==> src/kto_pkg.sv <==
// Shared types, status codes and constants of the keyed time offset table.
package kto_pkg;

	localparam int TABLE_ENTRIES_DEFAULT = 16;
	localparam int CMD_DEPTH = 2;

	localparam logic [9:0] MILLIS_BASE = 10'd1000;
	localparam logic [9:0] MILLIS_MAX  = 10'd999;

	localparam logic OP_SET = 1'b0;
	localparam logic OP_GET = 1'b1;

	localparam logic [2:0] STATUS_OK        = 3'd0;
	localparam logic [2:0] STATUS_NOT_SET   = 3'd1;
	localparam logic [2:0] STATUS_OVERFLOW  = 3'd2;
	localparam logic [2:0] STATUS_BAD_PARAM = 3'd3;
	localparam logic [2:0] STATUS_FULL      = 3'd4;

	typedef struct packed {
		logic        opcode;
		logic [63:0] uuid_high;
		logic [63:0] uuid_low;
		logic [31:0] sys_seconds;
		logic [9:0]  sys_millis;
		logic [31:0] time_seconds;
		logic [31:0] time_millis;
	} in_item_t;

	typedef struct packed {
		logic [2:0]  status;
		logic [31:0] out_seconds;
		logic [9:0]  out_millis;
	} out_item_t;

	// classified command handed from front to back
	typedef struct packed {
		logic        opcode;
		logic        bad;
		logic [63:0] uuid_high;
		logic [63:0] uuid_low;
		logic [31:0] sys_seconds;
		logic [9:0]  sys_millis;
		logic [31:0] off_seconds;
		logic [9:0]  off_millis;
		logic        off_positive;
	} cmd_t;

	typedef struct packed {
		logic [63:0] key_high;
		logic [63:0] key_low;
		logic [31:0] off_seconds;
		logic [9:0]  off_millis;
		logic        off_positive;
	} entry_t;

endpackage

==> src/keyed_time_offset_table_unit.sv <==
// Path: front stage register, command queue, then the back end, which scans the entries below
// count, executes, adds the steps G1, G2 and G3 for a get that hits and loads the result register;
// a bad-parameter set skips the scan. The back end holds one item at a time until its result
// is loaded; its single-ported entry scan limits how fast items go through.
// The front stage and a two-entry command queue accept items while the back works.
// Reset (arst_n low, asynchronous) empties the table and all queues at once.
module keyed_time_offset_table_unit #(
	parameter int TABLE_ENTRIES = kto_pkg::TABLE_ENTRIES_DEFAULT
) (
	input  logic               clk,
	input  logic               arst_n,
	input  logic               push,
	input  kto_pkg::in_item_t  item,
	output logic               full,
	output logic               empty,
	input  logic               pop,
	output kto_pkg::out_item_t result
);

	logic          f_push, q_full, q_empty, q_pop;
	kto_pkg::cmd_t f_cmd, q_cmd;

	kto_front u_front (
		.clk      (clk),
		.arst_n   (arst_n),
		.push     (push),
		.item     (item),
		.full     (full),
		.cmd_push (f_push),
		.cmd      (f_cmd),
		.cmd_full (q_full)
	);

	kto_cmd_queue u_queue (
		.clk    (clk),
		.arst_n (arst_n),
		.push   (f_push),
		.wdata  (f_cmd),
		.full   (q_full),
		.pop    (q_pop),
		.rdata  (q_cmd),
		.empty  (q_empty)
	);

	kto_back #(
		.TABLE_ENTRIES (TABLE_ENTRIES)
	) u_back (
		.clk       (clk),
		.arst_n    (arst_n),
		.cmd_valid (!q_empty),
		.cmd       (q_cmd),
		.cmd_pop   (q_pop),
		.result    (result),
		.empty     (empty),
		.pop       (pop)
	);

endmodule

==> src/kto_front.sv <==
// Front end: accepts items, clamps millis, flags bad sets and computes the set offset.
module kto_front (
	input  logic              clk,
	input  logic              arst_n,
	input  logic              push,
	input  kto_pkg::in_item_t item,
	output logic              full,
	output logic              cmd_push,
	output kto_pkg::cmd_t     cmd,
	input  logic              cmd_full
);

	logic              valid_s1;
	kto_pkg::in_item_t item_s1;
	logic              less_s1;
	logic              bad_s1;

	logic              accept;
	logic [9:0]        sm_clamp;
	kto_pkg::in_item_t item_clamp;
	logic [31:0]       as, bs, os;
	logic [9:0]        am, bm, om;
	logic              borrow;

	assign full     = valid_s1 && cmd_full;
	assign accept   = push && !full;
	assign cmd_push = valid_s1 && !cmd_full;
	assign sm_clamp = (item.sys_millis > kto_pkg::MILLIS_MAX) ? kto_pkg::MILLIS_MAX
		: item.sys_millis;

	always_comb begin
		item_clamp            = item;
		item_clamp.sys_millis = sm_clamp;
	end

	always_ff @(posedge clk or negedge arst_n) begin
		if (!arst_n) begin
			valid_s1 <= 1'b0;
		end else begin
			valid_s1 <= accept || (valid_s1 && cmd_full);
		end
	end

	always_ff @(posedge clk) begin
		if (accept) begin
			item_s1 <= item_clamp;
			bad_s1  <= item.time_millis >= 32'(kto_pkg::MILLIS_BASE);
			less_s1 <= (item.sys_seconds < item.time_seconds)
				|| (item.sys_seconds == item.time_seconds
				&& 32'(sm_clamp) < item.time_millis);
		end
	end

	// larger time minus smaller time, borrow across the millis digit
	always_comb begin
		if (less_s1) begin
			as = item_s1.time_seconds;
			am = item_s1.time_millis[9:0];
			bs = item_s1.sys_seconds;
			bm = item_s1.sys_millis;
		end else begin
			as = item_s1.sys_seconds;
			am = item_s1.sys_millis;
			bs = item_s1.time_seconds;
			bm = item_s1.time_millis[9:0];
		end
		borrow = am < bm;
		os     = as - bs - 32'(borrow);
		om     = borrow ? 10'(11'(am) + 11'(kto_pkg::MILLIS_BASE) - 11'(bm)) : (am - bm);
	end

	always_comb begin
		cmd.opcode       = item_s1.opcode;
		cmd.bad          = bad_s1;
		cmd.uuid_high    = item_s1.uuid_high;
		cmd.uuid_low     = item_s1.uuid_low;
		cmd.sys_seconds  = item_s1.sys_seconds;
		cmd.sys_millis   = item_s1.sys_millis;
		cmd.off_seconds  = os;
		cmd.off_millis   = om;
		cmd.off_positive = less_s1;
	end

endmodule

==> src/kto_cmd_queue.sv <==
// Short command queue between front and back.
module kto_cmd_queue (
	input  logic          clk,
	input  logic          arst_n,
	input  logic          push,
	input  kto_pkg::cmd_t wdata,
	output logic          full,
	input  logic          pop,
	output kto_pkg::cmd_t rdata,
	output logic          empty
);

	localparam int PTR_W = (kto_pkg::CMD_DEPTH > 1) ? $clog2(kto_pkg::CMD_DEPTH) : 1;
	localparam int CNT_W = $clog2(kto_pkg::CMD_DEPTH + 1);

	kto_pkg::cmd_t    slot_q [kto_pkg::CMD_DEPTH];
	logic [PTR_W-1:0] wr_ptr_q, rd_ptr_q;
	logic [CNT_W-1:0] cnt_q;
	logic             do_push, do_pop;

	assign full    = cnt_q == CNT_W'(kto_pkg::CMD_DEPTH);
	assign empty   = cnt_q == '0;
	assign do_push = push && !full;
	assign do_pop  = pop && !empty;
	assign rdata   = slot_q[rd_ptr_q];

	always_ff @(posedge clk or negedge arst_n) begin
		if (!arst_n) begin
			wr_ptr_q <= '0;
			rd_ptr_q <= '0;
			cnt_q    <= '0;
		end else begin
			if (do_push)
				wr_ptr_q <= (wr_ptr_q == PTR_W'(kto_pkg::CMD_DEPTH - 1)) ? '0 : wr_ptr_q + 1'b1;
			if (do_pop)
				rd_ptr_q <= (rd_ptr_q == PTR_W'(kto_pkg::CMD_DEPTH - 1)) ? '0 : rd_ptr_q + 1'b1;
			if (do_push && !do_pop)
				cnt_q <= cnt_q + 1'b1;
			else if (do_pop && !do_push)
				cnt_q <= cnt_q - 1'b1;
		end
	end

	always_ff @(posedge clk) begin
		if (do_push)
			slot_q[wr_ptr_q] <= wdata;
	end

endmodule

==> src/kto_back.sv <==
// Back end: table scan, set/get execution and the result register.
module kto_back #(
	parameter int TABLE_ENTRIES = kto_pkg::TABLE_ENTRIES_DEFAULT
) (
	input  logic               clk,
	input  logic               arst_n,
	input  logic               cmd_valid,
	input  kto_pkg::cmd_t      cmd,
	output logic               cmd_pop,
	output kto_pkg::out_item_t result,
	output logic               empty,
	input  logic               pop
);

	localparam int IDX_W = (TABLE_ENTRIES > 1) ? $clog2(TABLE_ENTRIES) : 1;
	localparam int CNT_W = $clog2(TABLE_ENTRIES + 1);

	localparam logic [2:0] S_IDLE = 3'd0;
	localparam logic [2:0] S_SCAN = 3'd1;
	localparam logic [2:0] S_EXEC = 3'd2;
	localparam logic [2:0] S_G1   = 3'd3;
	localparam logic [2:0] S_G2   = 3'd4;
	localparam logic [2:0] S_G3   = 3'd5;
	localparam logic [2:0] S_DONE = 3'd6;

	kto_pkg::entry_t    mem [TABLE_ENTRIES];
	kto_pkg::entry_t    rd_q;
	kto_pkg::entry_t    hit_q;
	kto_pkg::entry_t    wr_entry;
	kto_pkg::cmd_t      cmd_q;
	kto_pkg::out_item_t res_q;

	logic [2:0]         state_q;
	logic [CNT_W-1:0]   count_q, scan_q;
	logic               cmp_v_q, hit_v_q, res_valid_q;
	logic [IDX_W-1:0]   cmp_idx_q, hit_idx_q;
	logic [IDX_W-1:0]   rd_idx, wr_idx;
	logic               wr_en, match, room, is_set;
	logic [31:0]        sum_q, rs_q;
	logic [10:0]        msum_q;
	logic               mborrow_q;
	logic [9:0]         rm_q;
	logic [2:0]         st_q;
	logic               slot_free;
	logic               load_res;

	assign rd_idx    = scan_q[IDX_W-1:0];
	assign match     = cmp_v_q && rd_q.key_high == cmd_q.uuid_high
		&& rd_q.key_low == cmd_q.uuid_low;
	assign room      = count_q < CNT_W'(TABLE_ENTRIES);
	assign is_set    = cmd_q.opcode == kto_pkg::OP_SET;
	assign wr_en     = state_q == S_EXEC && is_set && (hit_v_q || room);
	assign wr_idx    = hit_v_q ? hit_idx_q : count_q[IDX_W-1:0];
	assign cmd_pop   = state_q == S_IDLE && cmd_valid;
	assign slot_free = !res_valid_q || pop;
	assign load_res  = state_q == S_DONE && slot_free;
	assign empty     = !res_valid_q;
	assign result    = res_q;

	always_comb begin
		wr_entry.key_high     = cmd_q.uuid_high;
		wr_entry.key_low      = cmd_q.uuid_low;
		wr_entry.off_seconds  = cmd_q.off_seconds;
		wr_entry.off_millis   = cmd_q.off_millis;
		wr_entry.off_positive = cmd_q.off_positive;
	end

	// only entries below count_q are ever compared, so the store needs no clearing
	always_ff @(posedge clk) begin
		if (wr_en)
			mem[wr_idx] <= wr_entry;
		rd_q <= mem[rd_idx];
	end

	always_ff @(posedge clk or negedge arst_n) begin
		if (!arst_n) begin
			state_q     <= S_IDLE;
			count_q     <= '0;
			scan_q      <= '0;
			cmp_v_q     <= 1'b0;
			hit_v_q     <= 1'b0;
			res_valid_q <= 1'b0;
		end else begin
			if (load_res)
				res_valid_q <= 1'b1;
			else if (pop && res_valid_q)
				res_valid_q <= 1'b0;
			unique case (state_q)
				S_IDLE: begin
					if (cmd_valid) begin
						cmd_q   <= cmd;
						scan_q  <= '0;
						cmp_v_q <= 1'b0;
						hit_v_q <= 1'b0;
						rs_q    <= '0;
						rm_q    <= '0;
						if (cmd.opcode == kto_pkg::OP_SET && cmd.bad) begin
							st_q    <= kto_pkg::STATUS_BAD_PARAM;
							state_q <= S_DONE;
						end else begin
							state_q <= S_SCAN;
						end
					end
				end
				S_SCAN: begin
					// read at scan_q while comparing the entry read last cycle
					if (match) begin
						hit_v_q   <= 1'b1;
						hit_idx_q <= cmp_idx_q;
						hit_q     <= rd_q;
						cmp_v_q   <= 1'b0;
						state_q   <= S_EXEC;
					end else if (scan_q < count_q) begin
						cmp_v_q   <= 1'b1;
						cmp_idx_q <= rd_idx;
						scan_q    <= scan_q + 1'b1;
					end else begin
						cmp_v_q <= 1'b0;
						if (!cmp_v_q)
							state_q <= S_EXEC;
					end
				end
				S_EXEC: begin
					if (is_set) begin
						if (hit_v_q) begin
							st_q <= kto_pkg::STATUS_OK;
						end else if (room) begin
							st_q    <= kto_pkg::STATUS_OK;
							count_q <= count_q + 1'b1;
						end else begin
							st_q <= kto_pkg::STATUS_FULL;
						end
						state_q <= S_DONE;
					end else if (!hit_v_q) begin
						st_q    <= kto_pkg::STATUS_NOT_SET;
						state_q <= S_DONE;
					end else begin
						state_q <= S_G1;
					end
				end
				S_G1: begin
					if (hit_q.off_positive) begin
						sum_q  <= cmd_q.sys_seconds + hit_q.off_seconds;
						msum_q <= 11'(cmd_q.sys_millis) + 11'(hit_q.off_millis);
					end else begin
						sum_q  <= cmd_q.sys_seconds - hit_q.off_seconds;
						msum_q <= 11'(cmd_q.sys_millis) - 11'(hit_q.off_millis);
					end
					mborrow_q <= cmd_q.sys_millis < hit_q.off_millis;
					state_q   <= S_G2;
				end
				S_G2: begin
					// millis carry or borrow in base 1000
					if (hit_q.off_positive) begin
						if (msum_q >= 11'(kto_pkg::MILLIS_BASE)) begin
							rs_q <= sum_q + 32'd1;
							rm_q <= 10'(msum_q - 11'(kto_pkg::MILLIS_BASE));
						end else begin
							rs_q <= sum_q;
							rm_q <= msum_q[9:0];
						end
					end else if (mborrow_q) begin
						rs_q <= sum_q - 32'd1;
						rm_q <= 10'(msum_q + 11'(kto_pkg::MILLIS_BASE));
					end else begin
						rs_q <= sum_q;
						rm_q <= msum_q[9:0];
					end
					state_q <= S_G3;
				end
				S_G3: begin
					if (hit_q.off_positive ?
						(rs_q < cmd_q.sys_seconds
						|| (rs_q == cmd_q.sys_seconds && rm_q < cmd_q.sys_millis)) :
						(cmd_q.sys_seconds < rs_q
						|| (cmd_q.sys_seconds == rs_q && cmd_q.sys_millis < rm_q)))
						st_q <= kto_pkg::STATUS_OVERFLOW;
					else
						st_q <= kto_pkg::STATUS_OK;
					state_q <= S_DONE;
				end
				S_DONE: begin
					if (load_res) begin
						res_q.status      <= st_q;
						res_q.out_seconds <= rs_q;
						res_q.out_millis  <= rm_q;
						state_q           <= S_IDLE;
					end
				end
				default: begin
					state_q <= S_IDLE;
				end
			endcase
		end
	end

	a_count_bound: assert property (@(posedge clk) disable iff (!arst_n)
		count_q <= CNT_W'(TABLE_ENTRIES))
		else $error("entry count beyond table size");

	a_write_exec: assert property (@(posedge clk) disable iff (!arst_n)
		wr_en |-> state_q == S_EXEC && cmd_q.opcode == kto_pkg::OP_SET)
		else $error("table write outside set execution");

	a_result_from_done: assert property (@(posedge clk) disable iff (!arst_n)
		res_valid_q && !$past(res_valid_q) |-> $past(state_q) == S_DONE)
		else $error("result loaded outside done state");

	a_count_grows_on_append: assert property (@(posedge clk) disable iff (!arst_n)
		state_q == S_EXEC && wr_en && !hit_v_q |=> count_q == $past(count_q) + 1'b1)
		else $error("append did not grow the table");

	a_notset_zero: assert property (@(posedge clk) disable iff (!arst_n)
		res_valid_q && res_q.status == kto_pkg::STATUS_NOT_SET
		|-> res_q.out_seconds == '0 && res_q.out_millis == '0)
		else $error("not-set result carries a time");

endmodule

==> config.mk <==
export PLATFORM = sky130hd
export DESIGN_NAME = keyed_time_offset_table_unit
export DESIGN_NICKNAME = d
export VERILOG_FILES = /design/src/kto_pkg.sv /design/src/keyed_time_offset_table_unit.sv /design/src/kto_front.sv /design/src/kto_cmd_queue.sv /design/src/kto_back.sv
export SDC_FILE = /design/constraint.sdc
export NUM_CORES = 2
export LEC_CHECK = 0
export ABC_AREA = 1
export BUFFER_PORTS_ARGS = -buffer_cell sky130_fd_sc_hd__buf_2
export CAP_MARGIN = 20
export CORE_ASPECT_RATIO = 1.4
export CORE_MARGIN = 2
export CORE_UTILIZATION = 30
export CTS_BUF_LIST = sky130_fd_sc_hd__clkbuf_8
export DETAILED_ROUTE_END_ITERATION = 7
export HOLD_SLACK_MARGIN = 0.02
export SLEW_MARGIN = 20
export SYNTH_ARGS = -nofsm -noshare
export SYNTH_HDL_FRONTEND = slang
export SYNTH_SLANG_ARGS = --single-unit
export TNS_END_PERCENT = 50
==> constraint.sdc <==
create_clock -name clk -period 13.8 [get_ports clk]
set_clock_uncertainty 0.15 [all_clocks]
set_input_delay 2.07 -clock clk [delete_from_list [all_inputs] [get_ports clk]]
set_output_delay 2.07 -clock clk [all_outputs]
set_load 0.01 [all_outputs]
==> summary.txt <==
Logic synthesis
  – Post-synth top area share: 70.7%
  – Commonest cells in the netlist: edfxtp_1, nand2_1, nor2_1, o21ai_0, inv_1
  – Most frequent cell after synthesis: edfxtp_1
  – Ys async rst share: 0.529%
  – Syn Area/Cell: roughly 13 sq um
  – Sequential fraction of the synthesis area: 73.2%
  – Seq cells post-synth: 3,972
  – Main flop type after synthesis: edfxtp_1
  – Cell variety after synth: 64
  – Post-Syn Instances: 12,296
  – Number of synthesized flops with an enable pin: between 3,000 and 4,000
  – Synth warn: 0
  – Largest area contributor in the netlist: edfxtp_1
  – Syn nets: 12,770
  – Ranking of synthesized cells by area: edfxtp_1, nand2_1, nor2_1, o21ai_0, o32ai_1
  – Synthesized cell area: 0.160 sq mm

Layout
  – Fraction of layout cells with a size suffix above 1: 9.87%
  – Post-route insts no fill: 20,238
  – Area grow syn2layout: 12.7%
  – Total Nets Final: roughly 13,000

Routing
  – Total routed wirelength: 449,000 um
  – DRT antenna net count: 0
  – Met2 routed WL: 223,000 um
  – Vias per cell: 4.95
  – DRT met1 WL: 179,000 um
  – Metal3 WL: between 20,000 and 30,000 um
  – WL/cell: 22.2 um
  – Max Used Layer: met5
  – Post-route DRC: 0
  – Total number of vias: 100,262
  – Iteration-0 DRC count of the detailed router: 9,370
  – DRT Pass-1 Iters: 6

Place
  – DP HPWL: 258,000 um
  – Post-placement cell count: between 15,000 and 20,000
  – Dpl ws: slightly below 8 ns
  – Placer Congestion: 0.905
  – PortBufs: around 290

STA
  – Final hold vios: 0
  – Fmax: around 170 MHz
  – Crit path time final: a little under 6 ns
  – Setup TNS: 0 ns
  – Worst setup margin: 7.89 ns
  – Worst slew pin tran: 1.23 ns
  – Slew margin rel.: between 10% and 20%
  – RSZ-0062 raised after global routing: no
  – Fin crit share: 42.9%
  – Final setup viols: 0
  – Pins Over Slew Limit: 0

Clock tree
  – Post-CTS repair timing setup buffer count: 0
  – Root buf cell: clkbuf_8
  – Clock Tree Buf Depth: 4
  – CTS tree: built
  – Number of clock sinks: 3,972
  – CTS buffer count: 592
  – Resize count post-CTS: 0
  – Worst-skew pair later-pin latency: about 1.3 ns
  – CTS H-tree lvls: 6
  – CTS Hold Buffers Added: 0
  – Clock slew at reported path FFs: around 0.06 ns

Global routing
  – First-pass GRT wire length: 654,000 um
  – Global route total overflow: 0
  – Largest net degree at the start of global routing: 203
  – Vias in the first global route: 99,180
  – Initial antenna violation count: 42
  – Global-route usage over all layers: 16.0%

Die
  – Boundary Pins: 286
  – Die height: 869 um
  – Row count: 317
  – DIE AREA: approximately 0.54 sq mm
  – Die Wd: roughly 620 um
  – Total core area: 0.533 sq mm
  – Initial core utilization: a little under a third

Job
  – MaxCap Viol Count: 0

Hold path
  – Worst min-delay path category: flop to flop

Power
  – Clk pwr share: 26.8%
  – Cell Int Power: ~22 mW
  – NetSw: roughly 12 mW
  – P_leak: 62.9 nW
  – Power, Total: between 30 and 40 mW
  – Sequential power share: 48.7%
  – Power density over the cells: 188 mW/mm^2
  – Switching part of the total: 34.5%
  – Combinational group share of total power: 24.5%
  – VDD IR-drop max: 0.000171 V

Critical path
  – Slowest CP cell: dfrtp_4
  – Delay-heaviest family, CP: buffers and inverters
  – CP Launch Type: flop
  – CP peak stage delay: 0.87 ns
  – CP Class: flop to flop
  – Crit end category: flop
  – Crit path DAT: between 6 and 7 ns
  – Buf/Inv on CP: 5
  – Worst EP required: 14.74 ns
  – Critical path's most frequent cell: buf_4
  – Crit-path cells: buf_12 -> buf_4 -> buf_4 -> buf_4 -> buf_4 -> mux2i_1 -> o221ai_1 -> o211ai_1 -> nand3_1
  – CP Max Fanout: roughly 170

Run status
  – Status: finished clean
routing by layer:
metal / track usage [%] / vias to the layer above
li1: - / 45561
met1: 19.6 / 50145
met2: 27.9 / 3631
met3: 2.13 / 919
met4: 7.45 / 6
met5: 0 / -
power groups by stage:
stage                     logic [mW]  clock network (mW)  registers, mW
after floorplan                 5.51                   0           16.5
after global placement          8.26                   0           16.8
after detailed placement        8.36                   0           16.8
after CTS                       8.40                9.34           16.6
after global routing            9.18                9.83           16.7
final                           8.37                9.13           16.6
per-stage QoR:
step | area [sq um] | hold slack, ns | util (%)
after floorplan | 160000 | 0.236 | -
after global placement | 170000 | 0.240 | 31.8
after detailed placement | 170000 | 0.239 | 31.8
after CTS | 181000 | 0.220 | 33.9
after global routing | 181000 | 0.215 | 33.9
final | 181000 | 0.211 | 33.9
worst reg2reg max path, delay by kind of cell (launching register included):
family                 cells  cell delay, ns
buffers and inverters      5            4.15
DFF                        1            0.87
muxes                      1            0.31
AOI/OAI and AO/OA          2            0.26
and+or+nand+nor            1            0.10
logic make-up after synthesis:
logic type / share of synthesized area, %
simple gates: 11.0
buf+inv: 3.31
fa+ha+maj: 1.88
flops: 73.2
mux: 1.78
compound gates: 7.93
xor+xnor: 0.911
flip-flops by register name, indices dropped and copies added, names as in the netlist, 2 cells and up:
name and flops:
u_back.mem 2736, u_queue.slot_q 430, u_back.cmd_q 214, u_back.rd_q 171, u_front.cmd 171, u_back.result 45, u_back.hit_q 43, u_front.item_s1 42
u_back.rs_q 32, u_back.sum_q 32, u_back.msum_q 11, u_back.rm_q 10, u_back.count_q 5, u_back.scan_q 5, u_back.cmp_idx_q 4, u_back.hit_idx_q 4
u_back.st_q 3, u_back.state_q 3, u_queue.cnt_q 2
cell usage in the layout (no fill, tap or decap), types with 13 or more instances in the layout:
cell type | synthesis | layout
buf_2 | 134 | 285
dfrtp_1 | 21 | 17
xnor2_1 | 47 | 46
nor4_1 | 30 | 29
buf_12 | 0 | 18
o211ai_1 | 72 | 72
inv_1 | 657 | 895
nor2_1 | 1877 | 1857
a21oi_1 | 196 | 196
nor2_4 | 3 | 23
o21a_1 | 13 | 13
nand4_1 | 78 | 78
clkbuf_8 | 0 | 641
nand2_1 | 1896 | 1896
clkinv_2 | 0 | 52
clkinv_1 | 2 | 82
nor3_1 | 62 | 59
buf_4 | 73 | 148
o221ai_1 | 289 | 289
nand3_1 | 400 | 400
xor2_1 | 120 | 118
inv_8 | 0 | 20
edfxtp_1 | 3780 | 3780
ha_1 | 225 | 225
inv_6 | 0 | 14
o21ai_0 | 873 | 873
o32ai_1 | 400 | 400
o21ai_1 | 21 | 21
clkinvlp_4 | 0 | 14
mux2i_1 | 285 | 285
dfxtp_1 | 171 | 171
area by class of cell:
type,instances,area (sq um)
inverters,671,2560
well taps,7018,8780
clock buffers,641,8820
multi-input cells,7036,37900
fillers,51880,352000
flip-flops and latches,3972,117000
clock inverters,437,2330
repair buffers,452,2930
diodes,11,27.5
final timing paths:
check | startpoint | to | slack (ns) | cells past startpoint
setup / recovery | u_back.scan_q[0] | u_back.rd_q[87] | 7.89 | 9
hold reg to reg | u_front.cmd[210] | u_queue.slot_q[0][210] | 0.21 | 0
max in group asynchronous | arst_n | u_back.scan_q[2] | 12.25 | 1
min in group asynchronous | arst_n | u_queue.cnt_q[0] | 0.75 | 1
hold / removal | u_front.cmd[210] | u_queue.slot_q[0][210] | 0.21 | 0
setup reg to reg | u_back.scan_q[0] | u_back.rd_q[87] | 7.89 | 9
No activity file was read; power rests on OpenSTA's default activity.
